**src/rtl/bcs_pkg.sv**
```systemverilog
// Package for the battery cell statistics block.
// Holds the fixed field widths, the stored record layouts and the divider
// request and response types. Depends on nothing.
package bcs_pkg;

   // Fixed widths of the stream fields and internal accumulators.
   localparam int VOLT_W    = 16;
   localparam int TEMP_W    = 16;
   localparam int VSUM_W    = 22;
   localparam int TSUM_W    = 22;
   localparam int GOOD_W    = 7;
   localparam int BAD_W     = 7;
   localparam int STAT_W    = 17;
   localparam int TOTAL_W   = 27;
   localparam int AVS_W     = 21;
   localparam int BT_SUM_W  = 48;
   localparam int BT_CNT_W  = 32;
   localparam int DIV_NUM_W = 48;
   localparam int DIV_DEN_W = 32;
   localparam int DIV_CNT_W = 6;

   // Saturation limits of the running sums and good counts.
   localparam logic [VSUM_W-1:0]        VSUM_MAX = '1;
   localparam logic signed [TSUM_W:0]   TSUM_MAX = 23'sh0F_FFFF << 1 | 23'sd1;
   localparam logic signed [TSUM_W:0]   TSUM_MIN = -23'sd2097152;
   localparam logic [GOOD_W-1:0]        GOOD_MAX = '1;

   // Stored board voltage record.
   typedef struct packed {
      logic [BAD_W-1:0]  bad;
      logic [VSUM_W-1:0] sum;
      logic [VOLT_W-1:0] avg;
      logic [VOLT_W-1:0] mn;
      logic [VOLT_W-1:0] mx;
   } vrec_type;

   // Stored board temperature record.
   typedef struct packed {
      logic [BAD_W-1:0]         bad;
      logic signed [TEMP_W-1:0] avg;
      logic signed [TEMP_W-1:0] mn;
      logic signed [TEMP_W-1:0] mx;
   } trec_type;

   // Divider command: a start pulse with unsigned operands.
   typedef struct packed {
      logic                 start;
      logic [DIV_NUM_W-1:0] dividend;
      logic [DIV_DEN_W-1:0] divisor;
   } div_req_type;

   // Divider answer: done pulses for one cycle with the quotient.
   typedef struct packed {
      logic                 done;
      logic [DIV_NUM_W-1:0] quotient;
   } div_rsp_type;

endpackage

```
**src/rtl/battery_cell_statistics.sv**
```systemverilog
// Battery cell statistics: one cell reading per req transaction. A reading
// without the last-cell mark is latched in ST_IDLE and folded in ST_UPD.
// Closing a board emits a voltage and a temperature record; each record whose
// good count is nonzero passes through the bit-serial divider, and each record
// waits on rsp_tready. A last board then scans the NUM_BOARDS stored records
// (ST_SRD, ST_SACC) and emits three pack records, each with a nonzero count
// again through the divider. No new reading is taken until the last is sent.
// Depends on bcs_pkg, bcs_div and bcs_ram.
module battery_cell_statistics #(
   parameter int CELLS_PER_BOARD = 16,
   parameter int NUM_BOARDS      = 8
) (
   input  logic        clock,
   input  logic        reset,
   input  logic        req_tvalid,
   output logic        req_tready,
   // [15:0] cell_voltage, [16] voltage_good, [32:17] cell_temp, [33] temp_good,
   // [49:34] board_temp, [50] board_temp_good, [55:51] zero
   input  logic [55:0] req_tdata,
   // [0] last_board
   input  logic [0:0]  req_tuser,
   input  logic        req_tlast,
   output logic        rsp_tvalid,
   input  logic        rsp_tready,
   // [4:0] board_number, [5] valid_res, [22:6] max_value, [39:23] min_value,
   // [56:40] avg_value, [83:57] total, [90:84] bad_count, [95:91] zero
   output logic [95:0] rsp_tdata,
   // [2:0] group
   output logic [2:0]  rsp_tuser,
   output logic        rsp_tlast,
   input  logic        csr_psel,
   input  logic        csr_penable,
   input  logic        csr_pwrite,
   input  logic [3:0]  csr_paddr,
   input  logic [31:0] csr_pwdata,
   output logic [31:0] csr_prdata,
   output logic        csr_pready
);
   import bcs_pkg::*;

   localparam int IDX_W = NUM_BOARDS > 1 ? $clog2(NUM_BOARDS) : 1;
   localparam int CNT_W = $clog2(NUM_BOARDS + 1);
   localparam logic [BAD_W-1:0] BAD_ALL = BAD_W'(CELLS_PER_BOARD);

   localparam logic [1:0] REG_VMAX = 2'd0;
   localparam logic [1:0] REG_VMIN = 2'd1;
   localparam logic [1:0] REG_TMAX = 2'd2;
   localparam logic [1:0] REG_TMIN = 2'd3;

   localparam logic [2:0] GRP_BOARD_V = 3'd0;
   localparam logic [2:0] GRP_BOARD_T = 3'd1;
   localparam logic [2:0] GRP_PACK_V  = 3'd2;

   localparam logic [1:0] PG_VOLT = 2'd0;
   localparam logic [1:0] PG_CELL = 2'd1;
   localparam logic [1:0] PG_BRD  = 2'd2;

   typedef enum logic [3:0] {
      ST_IDLE, ST_UPD, ST_VSTART, ST_VWAIT, ST_VOUT, ST_TSTART, ST_TWAIT,
      ST_TOUT, ST_SRD, ST_SACC, ST_PSTART, ST_PWAIT, ST_POUT
   } state_type;

   function automatic logic [BAD_W-1:0] bad_of(input logic [GOOD_W-1:0] good);
      return (good >= BAD_ALL) ? '0 : BAD_W'(BAD_ALL - good);
   endfunction

   function automatic logic [DIV_NUM_W-1:0] mag(input logic [DIV_NUM_W-1:0] x);
      return x[DIV_NUM_W-1] ? (~x + 1'b1) : x;
   endfunction

   state_type state_ff;

   // Configuration registers.
   logic [VOLT_W-1:0]        vmax_start_ff, vmin_start_ff;
   logic signed [TEMP_W-1:0] tmax_start_ff, tmin_start_ff;
   logic                     csr_wr;
   logic [1:0]               csr_idx;

   // Latched input item.
   logic [VOLT_W-1:0]        it_v_ff;
   logic signed [TEMP_W-1:0] it_t_ff, it_bt_ff;
   logic                     it_vg_ff, it_tg_ff, it_btg_ff, it_lc_ff, it_lb_ff;

   // Running board statistics.
   logic [VOLT_W-1:0]        run_vmax_ff, run_vmin_ff;
   logic [VSUM_W-1:0]        run_vsum_ff;
   logic [GOOD_W-1:0]        run_vgood_ff, run_tgood_ff;
   logic signed [TEMP_W-1:0] run_tmax_ff, run_tmin_ff;
   logic signed [TSUM_W-1:0] run_tsum_ff;
   logic [VSUM_W:0]          vsum_in;
   logic signed [TSUM_W:0]   tsum_in;

   // Board bookkeeping and pack accumulators.
   logic [IDX_W-1:0]           cursor_ff;
   logic [CNT_W-1:0]           scan_ff;
   logic [NUM_BOARDS-1:0]      vvalid_ff, tvalid_ff;
   logic [IDX_W-1:0]           rd_addr, rd_addr_ff;
   logic signed [TEMP_W-1:0]   pbt_max_ff, pbt_min_ff;
   logic signed [BT_SUM_W-1:0] pbt_sum_ff;
   logic [BT_CNT_W-1:0]        pbt_cnt_ff;
   logic [TOTAL_W-1:0]         pvtot_ff;
   logic [VOLT_W-1:0]          pvmx_ff, pvmn_ff;
   logic [AVS_W-1:0]           pvavs_ff;
   logic [CNT_W-1:0]           pvc_ff, ptc_ff;
   logic signed [TEMP_W-1:0]   ptmx_ff, ptmn_ff;
   logic signed [AVS_W-1:0]    ptavs_ff;
   logic [1:0]                 pg_ff;
   logic signed [STAT_W-1:0]   hold_max_ff [3];
   logic signed [STAT_W-1:0]   hold_min_ff [3];
   logic signed [STAT_W-1:0]   hold_avg_ff [3];

   // Divider and record stores.
   div_req_type div_req;
   div_rsp_type div_rsp;
   logic        neg_ff;
   logic [TEMP_W-1:0] q16;
   vrec_type    vram_rd, vrd, vnew;
   trec_type    tram_rd, trd, tnew;
   logic        v_we, t_we;

   // Pack candidate selection for the group being closed.
   logic [DIV_NUM_W-1:0]     p_dividend;
   logic [DIV_DEN_W-1:0]     p_divisor;
   logic                     p_neg;
   logic signed [STAT_W-1:0] p_max, p_min;

   // Result register.
   logic [2:0]               out_group_ff;
   logic [4:0]               out_board_ff;
   logic                     out_valid_ff, out_last_ff;
   logic signed [STAT_W-1:0] out_max_ff, out_min_ff, out_avg_ff;
   logic [TOTAL_W-1:0]       out_total_ff;
   logic [BAD_W-1:0]         out_bad_ff;

   // Configuration port: writes complete in the access phase, pready tied high.
   assign csr_pready = 1'b1;
   assign csr_idx    = csr_paddr[3:2];
   assign csr_wr     = csr_psel && csr_penable && csr_pwrite;

   always_comb begin
      unique case (csr_idx)
         REG_VMAX: csr_prdata = {16'd0, vmax_start_ff};
         REG_VMIN: csr_prdata = {16'd0, vmin_start_ff};
         REG_TMAX: csr_prdata = {16'd0, tmax_start_ff};
         REG_TMIN: csr_prdata = {16'd0, tmin_start_ff};
         default:  csr_prdata = '0;
      endcase
   end

   always_ff @(posedge clock) begin
      if (reset) begin
         vmax_start_ff <= '0;
         vmin_start_ff <= '1;
         tmax_start_ff <= 16'sh8000;
         tmin_start_ff <= 16'sh7FFF;
      end else if (csr_wr) begin
         unique case (csr_idx)
            REG_VMAX: vmax_start_ff <= csr_pwdata[15:0];
            REG_VMIN: vmin_start_ff <= csr_pwdata[15:0];
            REG_TMAX: tmax_start_ff <= csr_pwdata[15:0];
            REG_TMIN: tmin_start_ff <= csr_pwdata[15:0];
            default: ;
         endcase
      end
   end

   // Running sums with saturation.
   always_comb begin
      vsum_in = {1'b0, run_vsum_ff} + (VSUM_W + 1)'(it_v_ff);
      if (vsum_in > {1'b0, VSUM_MAX}) begin
         vsum_in = {1'b0, VSUM_MAX};
      end
      tsum_in = (TSUM_W + 1)'(run_tsum_ff) + (TSUM_W + 1)'(it_t_ff);
      if (tsum_in > TSUM_MAX) begin
         tsum_in = TSUM_MAX;
      end else if (tsum_in < TSUM_MIN) begin
         tsum_in = TSUM_MIN;
      end
   end

   // Record stores; an entry never written reads as the reset record.
   assign rd_addr = (state_ff == ST_SRD) ? scan_ff[IDX_W-1:0] : cursor_ff;

   always_comb begin
      vrd = vram_rd;
      if (!vvalid_ff[rd_addr_ff]) begin
         vrd     = '0;
         vrd.bad = BAD_ALL;
      end
      trd = tram_rd;
      if (!tvalid_ff[rd_addr_ff]) begin
         trd     = '0;
         trd.bad = BAD_ALL;
      end
      q16 = neg_ff ? TEMP_W'(~div_rsp.quotient + 1'b1) : div_rsp.quotient[TEMP_W-1:0];
      vnew.mx  = run_vmax_ff;
      vnew.mn  = run_vmin_ff;
      vnew.sum = run_vsum_ff;
      vnew.avg = q16;
      vnew.bad = bad_of(run_vgood_ff);
      tnew.mx  = run_tmax_ff;
      tnew.mn  = run_tmin_ff;
      tnew.avg = q16;
      tnew.bad = bad_of(run_tgood_ff);
      v_we = (state_ff == ST_VWAIT) && div_rsp.done;
      t_we = (state_ff == ST_TWAIT) && div_rsp.done;
   end

   bcs_ram #(.WIDTH($bits(vrec_type)), .DEPTH(NUM_BOARDS)) u_vram (
      .clock   (clock),
      .wr_en   (v_we),
      .wr_addr (cursor_ff),
      .wr_data (vnew),
      .rd_addr (rd_addr),
      .rd_data (vram_rd)
   );

   bcs_ram #(.WIDTH($bits(trec_type)), .DEPTH(NUM_BOARDS)) u_tram (
      .clock   (clock),
      .wr_en   (t_we),
      .wr_addr (cursor_ff),
      .wr_data (tnew),
      .rd_addr (rd_addr),
      .rd_data (tram_rd)
   );

   // Operands and extremes of the pack group being closed.
   always_comb begin
      case (pg_ff)
         PG_VOLT: begin
            p_dividend = DIV_NUM_W'(pvavs_ff);
            p_divisor  = DIV_DEN_W'(pvc_ff);
            p_neg      = 1'b0;
            p_max      = STAT_W'(pvmx_ff);
            p_min      = STAT_W'(pvmn_ff);
         end
         PG_CELL: begin
            p_dividend = mag(DIV_NUM_W'(ptavs_ff));
            p_divisor  = DIV_DEN_W'(ptc_ff);
            p_neg      = ptavs_ff[AVS_W-1];
            p_max      = STAT_W'(ptmx_ff);
            p_min      = STAT_W'(ptmn_ff);
         end
         default: begin
            p_dividend = mag(pbt_sum_ff);
            p_divisor  = pbt_cnt_ff;
            p_neg      = pbt_sum_ff[BT_SUM_W-1];
            p_max      = STAT_W'(pbt_max_ff);
            p_min      = STAT_W'(pbt_min_ff);
         end
      endcase
   end

   // Divider start commands from the three start states.
   always_comb begin
      div_req = '0;
      unique case (state_ff)
         ST_VSTART: begin
            div_req.start    = (run_vgood_ff != '0);
            div_req.dividend = DIV_NUM_W'(run_vsum_ff);
            div_req.divisor  = DIV_DEN_W'(run_vgood_ff);
         end
         ST_TSTART: begin
            div_req.start    = (run_tgood_ff != '0);
            div_req.dividend = mag(DIV_NUM_W'(run_tsum_ff));
            div_req.divisor  = DIV_DEN_W'(run_tgood_ff);
         end
         ST_PSTART: begin
            div_req.start    = (p_divisor != '0);
            div_req.dividend = p_dividend;
            div_req.divisor  = p_divisor;
         end
         default: ;
      endcase
   end

   bcs_div u_div (
      .clock (clock),
      .reset (reset),
      .req   (div_req),
      .rsp   (div_rsp)
   );

   assign req_tready = (state_ff == ST_IDLE);
   assign rsp_tvalid = (state_ff == ST_VOUT) || (state_ff == ST_TOUT) ||
                       (state_ff == ST_POUT);

   // Sequencer with the running statistics, stores bookkeeping and results.
   always_ff @(posedge clock) begin
      rd_addr_ff <= rd_addr;
      if (reset) begin
         state_ff     <= ST_IDLE;
         cursor_ff    <= '0;
         scan_ff      <= '0;
         pg_ff        <= PG_VOLT;
         vvalid_ff    <= '0;
         tvalid_ff    <= '0;
         run_vmax_ff  <= '0;
         run_vmin_ff  <= '1;
         run_vsum_ff  <= '0;
         run_vgood_ff <= '0;
         run_tmax_ff  <= 16'sh8000;
         run_tmin_ff  <= 16'sh7FFF;
         run_tsum_ff  <= '0;
         run_tgood_ff <= '0;
         pbt_max_ff   <= 16'sh8000;
         pbt_min_ff   <= 16'sh7FFF;
         pbt_sum_ff   <= '0;
         pbt_cnt_ff   <= '0;
         for (int i = 0; i < 3; i++) begin
            hold_max_ff[i] <= '0;
            hold_min_ff[i] <= '0;
            hold_avg_ff[i] <= '0;
         end
      end else begin
         unique case (state_ff)
            ST_IDLE: begin
               if (req_tvalid) begin
                  it_v_ff   <= req_tdata[15:0];
                  it_vg_ff  <= req_tdata[16];
                  it_t_ff   <= req_tdata[32:17];
                  it_tg_ff  <= req_tdata[33];
                  it_bt_ff  <= req_tdata[49:34];
                  it_btg_ff <= req_tdata[50];
                  it_lb_ff  <= req_tuser[0];
                  it_lc_ff  <= req_tlast;
                  state_ff  <= ST_UPD;
               end
            end
            ST_UPD: begin
               if (it_vg_ff) begin
                  if (it_v_ff > run_vmax_ff) run_vmax_ff <= it_v_ff;
                  if (it_v_ff < run_vmin_ff) run_vmin_ff <= it_v_ff;
                  run_vsum_ff <= vsum_in[VSUM_W-1:0];
                  if (run_vgood_ff != GOOD_MAX) run_vgood_ff <= run_vgood_ff + 1'b1;
               end
               if (it_tg_ff) begin
                  if (it_t_ff > run_tmax_ff) run_tmax_ff <= it_t_ff;
                  if (it_t_ff < run_tmin_ff) run_tmin_ff <= it_t_ff;
                  run_tsum_ff <= tsum_in[TSUM_W-1:0];
                  if (run_tgood_ff != GOOD_MAX) run_tgood_ff <= run_tgood_ff + 1'b1;
               end
               state_ff <= it_lc_ff ? ST_VSTART : ST_IDLE;
            end
            ST_VSTART: begin
               out_group_ff <= GRP_BOARD_V;
               out_board_ff <= 5'(cursor_ff);
               out_last_ff  <= 1'b0;
               if (run_vgood_ff != '0) begin
                  neg_ff   <= 1'b0;
                  state_ff <= ST_VWAIT;
               end else begin
                  out_valid_ff <= 1'b0;
                  out_max_ff   <= STAT_W'(vrd.mx);
                  out_min_ff   <= STAT_W'(vrd.mn);
                  out_avg_ff   <= STAT_W'(vrd.avg);
                  out_total_ff <= TOTAL_W'(vrd.sum);
                  out_bad_ff   <= vrd.bad;
                  state_ff     <= ST_VOUT;
               end
            end
            ST_VWAIT: begin
               if (div_rsp.done) begin
                  vvalid_ff[cursor_ff] <= 1'b1;
                  out_valid_ff <= 1'b1;
                  out_max_ff   <= STAT_W'(vnew.mx);
                  out_min_ff   <= STAT_W'(vnew.mn);
                  out_avg_ff   <= STAT_W'(vnew.avg);
                  out_total_ff <= TOTAL_W'(vnew.sum);
                  out_bad_ff   <= vnew.bad;
                  state_ff     <= ST_VOUT;
               end
            end
            ST_VOUT: begin
               if (rsp_tready) state_ff <= ST_TSTART;
            end
            ST_TSTART: begin
               out_group_ff <= GRP_BOARD_T;
               out_total_ff <= '0;
               out_last_ff  <= !it_lb_ff;
               if (run_tgood_ff != '0) begin
                  neg_ff   <= run_tsum_ff[TSUM_W-1];
                  state_ff <= ST_TWAIT;
               end else begin
                  out_valid_ff <= 1'b0;
                  out_max_ff   <= STAT_W'(trd.mx);
                  out_min_ff   <= STAT_W'(trd.mn);
                  out_avg_ff   <= STAT_W'(trd.avg);
                  out_bad_ff   <= trd.bad;
                  state_ff     <= ST_TOUT;
               end
            end
            ST_TWAIT: begin
               if (div_rsp.done) begin
                  tvalid_ff[cursor_ff] <= 1'b1;
                  out_valid_ff <= 1'b1;
                  out_max_ff   <= STAT_W'(tnew.mx);
                  out_min_ff   <= STAT_W'(tnew.mn);
                  out_avg_ff   <= STAT_W'(tnew.avg);
                  out_bad_ff   <= tnew.bad;
                  state_ff     <= ST_TOUT;
               end
            end
            ST_TOUT: begin
               if (rsp_tready) begin
                  // Fold in the board temperature and restart the board runs.
                  if (it_btg_ff) begin
                     if (it_bt_ff > pbt_max_ff) pbt_max_ff <= it_bt_ff;
                     if (it_bt_ff < pbt_min_ff) pbt_min_ff <= it_bt_ff;
                     pbt_sum_ff <= pbt_sum_ff + BT_SUM_W'(it_bt_ff);
                     pbt_cnt_ff <= pbt_cnt_ff + 1'b1;
                  end
                  run_vmax_ff  <= vmax_start_ff;
                  run_vmin_ff  <= vmin_start_ff;
                  run_vsum_ff  <= '0;
                  run_vgood_ff <= '0;
                  run_tmax_ff  <= tmax_start_ff;
                  run_tmin_ff  <= tmin_start_ff;
                  run_tsum_ff  <= '0;
                  run_tgood_ff <= '0;
                  if (it_lb_ff) begin
                     scan_ff  <= '0;
                     pvtot_ff <= '0;
                     pvmx_ff  <= vmax_start_ff;
                     pvmn_ff  <= vmin_start_ff;
                     pvavs_ff <= '0;
                     pvc_ff   <= '0;
                     ptmx_ff  <= tmax_start_ff;
                     ptmn_ff  <= tmin_start_ff;
                     ptavs_ff <= '0;
                     ptc_ff   <= '0;
                     state_ff <= ST_SRD;
                  end else begin
                     cursor_ff <= (cursor_ff == IDX_W'(NUM_BOARDS - 1)) ? '0 :
                                  cursor_ff + 1'b1;
                     state_ff  <= ST_IDLE;
                  end
               end
            end
            ST_SRD: begin
               state_ff <= ST_SACC;
            end
            ST_SACC: begin
               // One stored board per visit enters the pack accumulators.
               pvtot_ff <= pvtot_ff + TOTAL_W'(vrd.sum);
               if (vrd.bad < BAD_ALL) begin
                  if (vrd.mx > pvmx_ff) pvmx_ff <= vrd.mx;
                  if (vrd.mn < pvmn_ff) pvmn_ff <= vrd.mn;
                  pvavs_ff <= pvavs_ff + AVS_W'(vrd.avg);
                  pvc_ff   <= pvc_ff + 1'b1;
               end
               if (trd.bad < BAD_ALL) begin
                  if (trd.mx > ptmx_ff) ptmx_ff <= trd.mx;
                  if (trd.mn < ptmn_ff) ptmn_ff <= trd.mn;
                  ptavs_ff <= ptavs_ff + AVS_W'(trd.avg);
                  ptc_ff   <= ptc_ff + 1'b1;
               end
               if (scan_ff == CNT_W'(NUM_BOARDS - 1)) begin
                  pg_ff    <= PG_VOLT;
                  state_ff <= ST_PSTART;
               end else begin
                  scan_ff  <= scan_ff + 1'b1;
                  state_ff <= ST_SRD;
               end
            end
            ST_PSTART: begin
               out_group_ff <= GRP_PACK_V + 3'(pg_ff);
               out_board_ff <= '0;
               out_bad_ff   <= '0;
               out_total_ff <= (pg_ff == PG_VOLT) ? pvtot_ff : '0;
               out_last_ff  <= (pg_ff == PG_BRD);
               if (p_divisor != '0) begin
                  neg_ff   <= p_neg;
                  state_ff <= ST_PWAIT;
               end else begin
                  out_valid_ff <= 1'b0;
                  out_max_ff   <= hold_max_ff[pg_ff];
                  out_min_ff   <= hold_min_ff[pg_ff];
                  out_avg_ff   <= hold_avg_ff[pg_ff];
                  state_ff     <= ST_POUT;
               end
            end
            ST_PWAIT: begin
               if (div_rsp.done) begin
                  hold_max_ff[pg_ff] <= p_max;
                  hold_min_ff[pg_ff] <= p_min;
                  out_valid_ff <= 1'b1;
                  out_max_ff   <= p_max;
                  out_min_ff   <= p_min;
                  if (pg_ff == PG_VOLT) begin
                     hold_avg_ff[pg_ff] <= STAT_W'(q16);
                     out_avg_ff         <= STAT_W'(q16);
                  end else begin
                     hold_avg_ff[pg_ff] <= STAT_W'(signed'(q16));
                     out_avg_ff         <= STAT_W'(signed'(q16));
                  end
                  state_ff <= ST_POUT;
               end
            end
            ST_POUT: begin
               if (rsp_tready) begin
                  if (pg_ff == PG_BRD) begin
                     pbt_max_ff <= tmax_start_ff;
                     pbt_min_ff <= tmin_start_ff;
                     pbt_sum_ff <= '0;
                     pbt_cnt_ff <= '0;
                     cursor_ff  <= '0;
                     state_ff   <= ST_IDLE;
                  end else begin
                     pg_ff    <= pg_ff + 1'b1;
                     state_ff <= ST_PSTART;
                  end
               end
            end
            default: state_ff <= ST_IDLE;
         endcase
      end
   end

   assign rsp_tuser = out_group_ff;
   assign rsp_tlast = out_last_ff;
   assign rsp_tdata = {5'd0, out_bad_ff, out_total_ff, out_avg_ff, out_min_ff,
                       out_max_ff, out_valid_ff, out_board_ff};

   // The block never offers a result while taking a new reading.
   a_no_overlap: assert property (@(posedge clock) disable iff (reset)
      rsp_tvalid |-> !req_tready)
      else $error("result offered while accepting a reading");

   // The final result of a reading hands control back to the input side.
   a_last_frees_input: assert property (@(posedge clock) disable iff (reset)
      (rsp_tvalid && rsp_tready && rsp_tlast) |=> req_tready)
      else $error("input not ready after the final result");

   // A quotient only arrives while the sequencer waits for one.
   a_div_done_waited: assert property (@(posedge clock) disable iff (reset)
      div_rsp.done |-> (state_ff == ST_VWAIT || state_ff == ST_TWAIT ||
                        state_ff == ST_PWAIT))
      else $error("divider finished outside a wait state");

   // The pack scan stays within the stored boards.
   a_scan_range: assert property (@(posedge clock) disable iff (reset)
      (state_ff == ST_SACC) |-> (scan_ff < CNT_W'(NUM_BOARDS)))
      else $error("pack scan beyond the last board");
endmodule

```
**src/rtl/bcs_ram.sv**
```systemverilog
// Generic single-port-write, single-port-read RAM with registered read data.
// Depends on nothing.
module bcs_ram #(
   parameter int WIDTH = 8,
   parameter int DEPTH = 8
) (
   input  logic                                  clock,
   input  logic                                  wr_en,
   input  logic [(DEPTH > 1 ? $clog2(DEPTH) : 1)-1:0] wr_addr,
   input  logic [WIDTH-1:0]                      wr_data,
   input  logic [(DEPTH > 1 ? $clog2(DEPTH) : 1)-1:0] rd_addr,
   output logic [WIDTH-1:0]                      rd_data
);
   logic [WIDTH-1:0] mem_ff [DEPTH];
   logic [WIDTH-1:0] rd_data_ff;

   // Write port and registered read port.
   always_ff @(posedge clock) begin
      if (wr_en) begin
         mem_ff[wr_addr] <= wr_data;
      end
      rd_data_ff <= mem_ff[rd_addr];
   end

   assign rd_data = rd_data_ff;
endmodule

```
**src/rtl/bcs_div.sv**
```systemverilog
// Bit-serial restoring divider: one quotient bit per cycle.
// Depends on bcs_pkg for the operand widths and request/response types.
module bcs_div (
   input  logic                 clock,
   input  logic                 reset,
   input  bcs_pkg::div_req_type req,
   output bcs_pkg::div_rsp_type rsp
);
   import bcs_pkg::*;

   logic                 busy_ff;
   logic                 done_ff;
   logic [DIV_CNT_W-1:0] cnt_ff;
   logic [DIV_NUM_W-1:0] num_ff;
   logic [DIV_DEN_W:0]   rem_ff;
   logic [DIV_DEN_W-1:0] den_ff;
   logic [DIV_DEN_W:0]   trial;
   logic                 qbit;
   logic [DIV_DEN_W:0]   rem_in;

   // Shift the next dividend bit into the partial remainder and try a subtract.
   always_comb begin
      trial  = {rem_ff[DIV_DEN_W-1:0], num_ff[DIV_NUM_W-1]};
      qbit   = (trial >= {1'b0, den_ff});
      rem_in = qbit ? (trial - {1'b0, den_ff}) : trial;
   end

   // Sequencer and shift registers; the quotient fills num_ff from the bottom.
   always_ff @(posedge clock) begin
      if (reset) begin
         busy_ff <= 1'b0;
         done_ff <= 1'b0;
         cnt_ff  <= '0;
      end else begin
         done_ff <= 1'b0;
         if (req.start) begin
            busy_ff <= 1'b1;
            cnt_ff  <= '0;
            num_ff  <= req.dividend;
            den_ff  <= req.divisor;
            rem_ff  <= '0;
         end else if (busy_ff) begin
            num_ff <= {num_ff[DIV_NUM_W-2:0], qbit};
            rem_ff <= rem_in;
            cnt_ff <= cnt_ff + 1'b1;
            if (cnt_ff == DIV_CNT_W'(DIV_NUM_W - 1)) begin
               busy_ff <= 1'b0;
               done_ff <= 1'b1;
            end
         end
      end
   end

   assign rsp.done     = done_ff;
   assign rsp.quotient = num_ff;
endmodule
```
**config.mk**
```make
export PLATFORM = sky130hd
export DESIGN_NAME = battery_cell_statistics
export DESIGN_NICKNAME = d
export VERILOG_FILES = /design/src/rtl/bcs_pkg.sv /design/src/rtl/battery_cell_statistics.sv /design/src/rtl/bcs_ram.sv /design/src/rtl/bcs_div.sv
export SDC_FILE = /design/constraint.sdc
export NUM_CORES = 2
export LEC_CHECK = 0
export BUFFER_PORTS_ARGS = -buffer_cell sky130_fd_sc_hd__clkbuf_2
export CAP_MARGIN = 10
export CORE_MARGIN = 1
export CORE_UTILIZATION = 65
export DETAILED_ROUTE_END_ITERATION = 8
export HOLD_SLACK_MARGIN = 0.15
export PLACE_DENSITY = 0.82
export SLEW_MARGIN = 20
export SYNTH_ARGS = -nofsm -noshare
export SYNTH_HDL_FRONTEND = slang
export SYNTH_HIERARCHICAL = 1
export SYNTH_SLANG_ARGS = --single-unit
```
**constraint.sdc**
```tcl
create_clock -name clock -period 20.4 [get_ports clock]
set_clock_uncertainty 0.2 [all_clocks]
set_input_delay 6.12 -clock clock [delete_from_list [all_inputs] [get_ports clock]]
set_output_delay 6.12 -clock clock [all_outputs]
set_load 0.05 [all_outputs]
```
==> impl_metrics.tcl <==
set metrics [dict create \
    async_flop_share_pct 0 \
    dieArea_um2 153000 \
    startpoint "csr_paddr[2]" \
    yosys-top-cells-count "edfxtp_1, nor2_1, nand2_1" \
    io_pins 236 \
    grt_use_total_pct 39.0 \
    path_clk_slew_ns 0.06 \
    routed_wl_um 299000 \
    grt_pass1_wl_um 432000 \
    cts_hold_repair.buffers 0 \
    maxCapViolations 0 \
    tritoncts_num_sinks 2132 \
    grt_pass1_vias 65905 \
    synth-seq-cells 2132 \
    core_um2 150000 \
    gp_congestion 1.01 \
    max_freq_mhz 71.9 \
    clkLatencyLatePin_ns 0.87 \
    ff_latch_area_um2 59300 \
    violations "DRC" \
    cp-end-kind "primary output" \
    clockPowerShare_pct 38.0 \
    total_leakage_power_nw 39.9 \
    fp.dieH_um 391 \
    post_cts_buffers 0 \
    finalMaxSlewViolations 0 \
    hold_viol_final 0 \
    cts_max_level 4 \
    power_switching_mw 3.00 \
    fillCellCount 9477 \
    switching_share_pct 28.2 \
    hold_path.class "register to register" \
    grt_start_max_net_pins 92 \
    post_cts_resized 0 \
    setup.worst_path.end "csr_prdata[12]" \
    worstSetupStartpointType "input pin" \
    seq_power_share_pct 49.4 \
    drtIter0Drc 9733 \
    fin_crit_ns 13.91 \
    cts_root_buffer "clkbuf_16" \
    p_int_mw 7.64 \
    port_buffers 188 \
    viasPerCell 6.87 \
    setup_viol 0 \
    tightest_slew_ns 1.27 \
    synth_top_flop_cell "edfxtp_1" \
    ant_nets 0 \
    post-route-drc-count 1 \
    setup_tns_ns 0 \
    cts-buffers-inserted 207 \
    cts_tree "built" \
    synth_cell_types 93 \
    rsz0062_at_grt "no" \
    antenna_found_initial 27 \
    final_cell_area_um2 109000 \
    vias 67581 \
    syn_to_final_growth_pct 10.4 \
    multi_input_area_um2 36500 \
    r2r_end "pvavs_ff[18]" \
    synth_top_area_share_pct 50.6 \
    dp_hpwl_um 194000 \
    arrival_ns 7.59 \
    max_slew_margin_pct 15.5 \
    first_pass_iters 9 \
    worstSetupPathType "input pin to primary output" \
    rr_startpoint "rd_addr_ff[0]" \
    syn_area_per_cell_um2 13.2 \
    synthCells 7481 \
    start_util_pct 65.6 \
    critPathRequiredTime_ns 14.08 \
    power_density_nw_per_um2 97.9 \
    yosys.area.top_type "edfxtp_1" \
    yosysWarnings 6 \
    r2r_slack_ns 14.83 \
    nNetsFinal 8087 \
    die_w_um 391 \
    netlist_area_um2 98500 \
    clockBufferDepth 3 \
    yosys-top-cells-area "edfxtp_1, dfxtp_1, mux4_2, ha_1, nor2_1" \
    post-synth-top-count-cell "edfxtp_1" \
    timing.final.crit_share_pct 68.2 \
    placedInstanceArea_um2 101000 \
    drive_gt1_share_pct 16.6 \
    drt-wirelength-per-cell_um 30.4 \
    seq_area_frac_synth_pct 60.2 \
    critPathMaxFanout 23 \
    grt-ovfl-total 0 \
    holdCritStartpoint "tvalid_ff[3]" \
    combPwrFrac_pct 12.6 \
    worst-r2r-cell-count 17 \
    synth_edf_count 1660 \
    peakVddDrop_mv 0.102 \
    fp-row-count 142 \
    status "finished, violations left" \
]
==> metal layers <==
layer / wire [um] / vias up / track usage, % / share of wire [%]
li1: - / 28452 / - / -
met1: 103000 / 32967 / 49.8 / 35
met2: 133000 / 4980 / 59.2 / 44
met3: 37900 / 1162 / 9.62 / 13
met4: 24700 / 20 / 26.7 / 8.2
met5: 150 / - / 0 / 0.050
==> power groups by stage <==
stage	clock network, mW	registers [mW]	logic [mW]
5_1_grt	4.22	5.25	1.42
4_1_cts	4.06	5.23	1.30
6_report	4.05	5.25	1.34
2_1_floorplan	0	5.24	0.808
3_5_place_dp	0	5.32	1.28
3_3_place_gp	0	5.31	1.24
==> how the worst min path moves through the flow <==
stage                   endpoint  slack [ns]  depth (start not counted)
floorplan           tvalid_ff[2]        0.23                          2
global placement    vvalid_ff[3]        0.24                          2
detailed placement  vvalid_ff[5]        0.26                          2
CTS                 tvalid_ff[4]        0.27                          2
global route        vvalid_ff[2]        0.30                          2
finish              tvalid_ff[3]        0.28                          2
==> state kept, by name, summed over array words and instances (netlist names), 17 cells and up, named ones only <==
register        cells
pbt_sum_ff         48
pbt_cnt_ff         32
run_vsum_ff        22
u_div/num_ff       48
pvtot_ff           27
u_div/den_ff       32
out_min_ff         17
u_vram/mem_ff     616
out_total_ff       27
u_div/rem_ff       32
u_tram/mem_ff     440
out_max_ff         17
hold_max_ff        68
pvavs_ff           21
u_tram/rd_data     55
hold_avg_ff        68
ptavs_ff           21
u_vram/rd_data     77
run_tsum_ff        22
hold_min_ff        68
out_avg_ff         17
==> metrics by stage <==
step	utilization [%]	setup slack (ns)	hold slack (ns)	std cells	power (mW)
finish	72.5	6.49	0.276	9841	10.6
floorplan	-	6.24	0.231	7520	6.05
global placement	67.6	6.47	0.243	9434	6.54
detailed placement	67.6	6.47	0.256	9435	6.60
CTS	72.4	6.47	0.269	9829	10.6
global route	72.4	6.40	0.298	9832	10.9
==> worst max-delay path, stage by stage <==
cell and delay [ns]:
clkbuf_2 0.55, mux4_2 0.64, clkbuf_2 0.27
==> cells by family (layout without fill, tap and decap cells) <==
family | after synthesis | in the layout | synth area share [%]
multiplexers | 605 | 605 | 10.9
adder cells (fa/ha/maj) | 356 | 356 | 4.57
other | 2 | 51 | 0.00762
AND/OR/NAND/NOR | 1892 | 1892 | 8.67
buffers and inverters | 769 | 1064 | 3.30
XOR/XNOR | 286 | 286 | 2.55
flip-flops | 2132 | 2132 | 60.2
AO/OA/AOI/OAI | 1439 | 1439 | 9.80
==> final cells by class <==
cell class,instances,area share [%]
Sequential cell,2132,54.5
Clock buffer,258,5.03
Multi-Input combinational cell,4619,33.5
Timing Repair Buffer,304,1.71
Tap cell,2016,2.32
Clock inverter,136,1.61
Inverter,366,1.26
Antenna cell,10,0.0230
==> placed cells by master, fill, tap and decap left out, types with 41 or more instances in the layout <==
cell type,instances
a22oi_1,98
and3_1,73
dfxtp_1,470
a311oi_1,53
and2_1,87
a22o_1,61
a21o_1,105
edfxtp_1,1660
nor2_1,627
nand2b_1,52
clkbuf_1,41
mux2i_1,50
clkbuf_16,207
a211oi_1,53
conb_1,41
xor2_1,146
o31ai_1,41
nand4_1,54
a221oi_1,46
mux2_2,156
inv_1,364
mux2_4,61
nand2_1,593
mux4_2,335
o21a_1,57
o21ai_0,282
xnor2_1,139
nand3_1,109
ha_1,347
nor3_1,95
nor2b_1,52
clkbuf_2,187
buf_4,111
a21oi_1,388
Power figures use the tool's default switching activity.
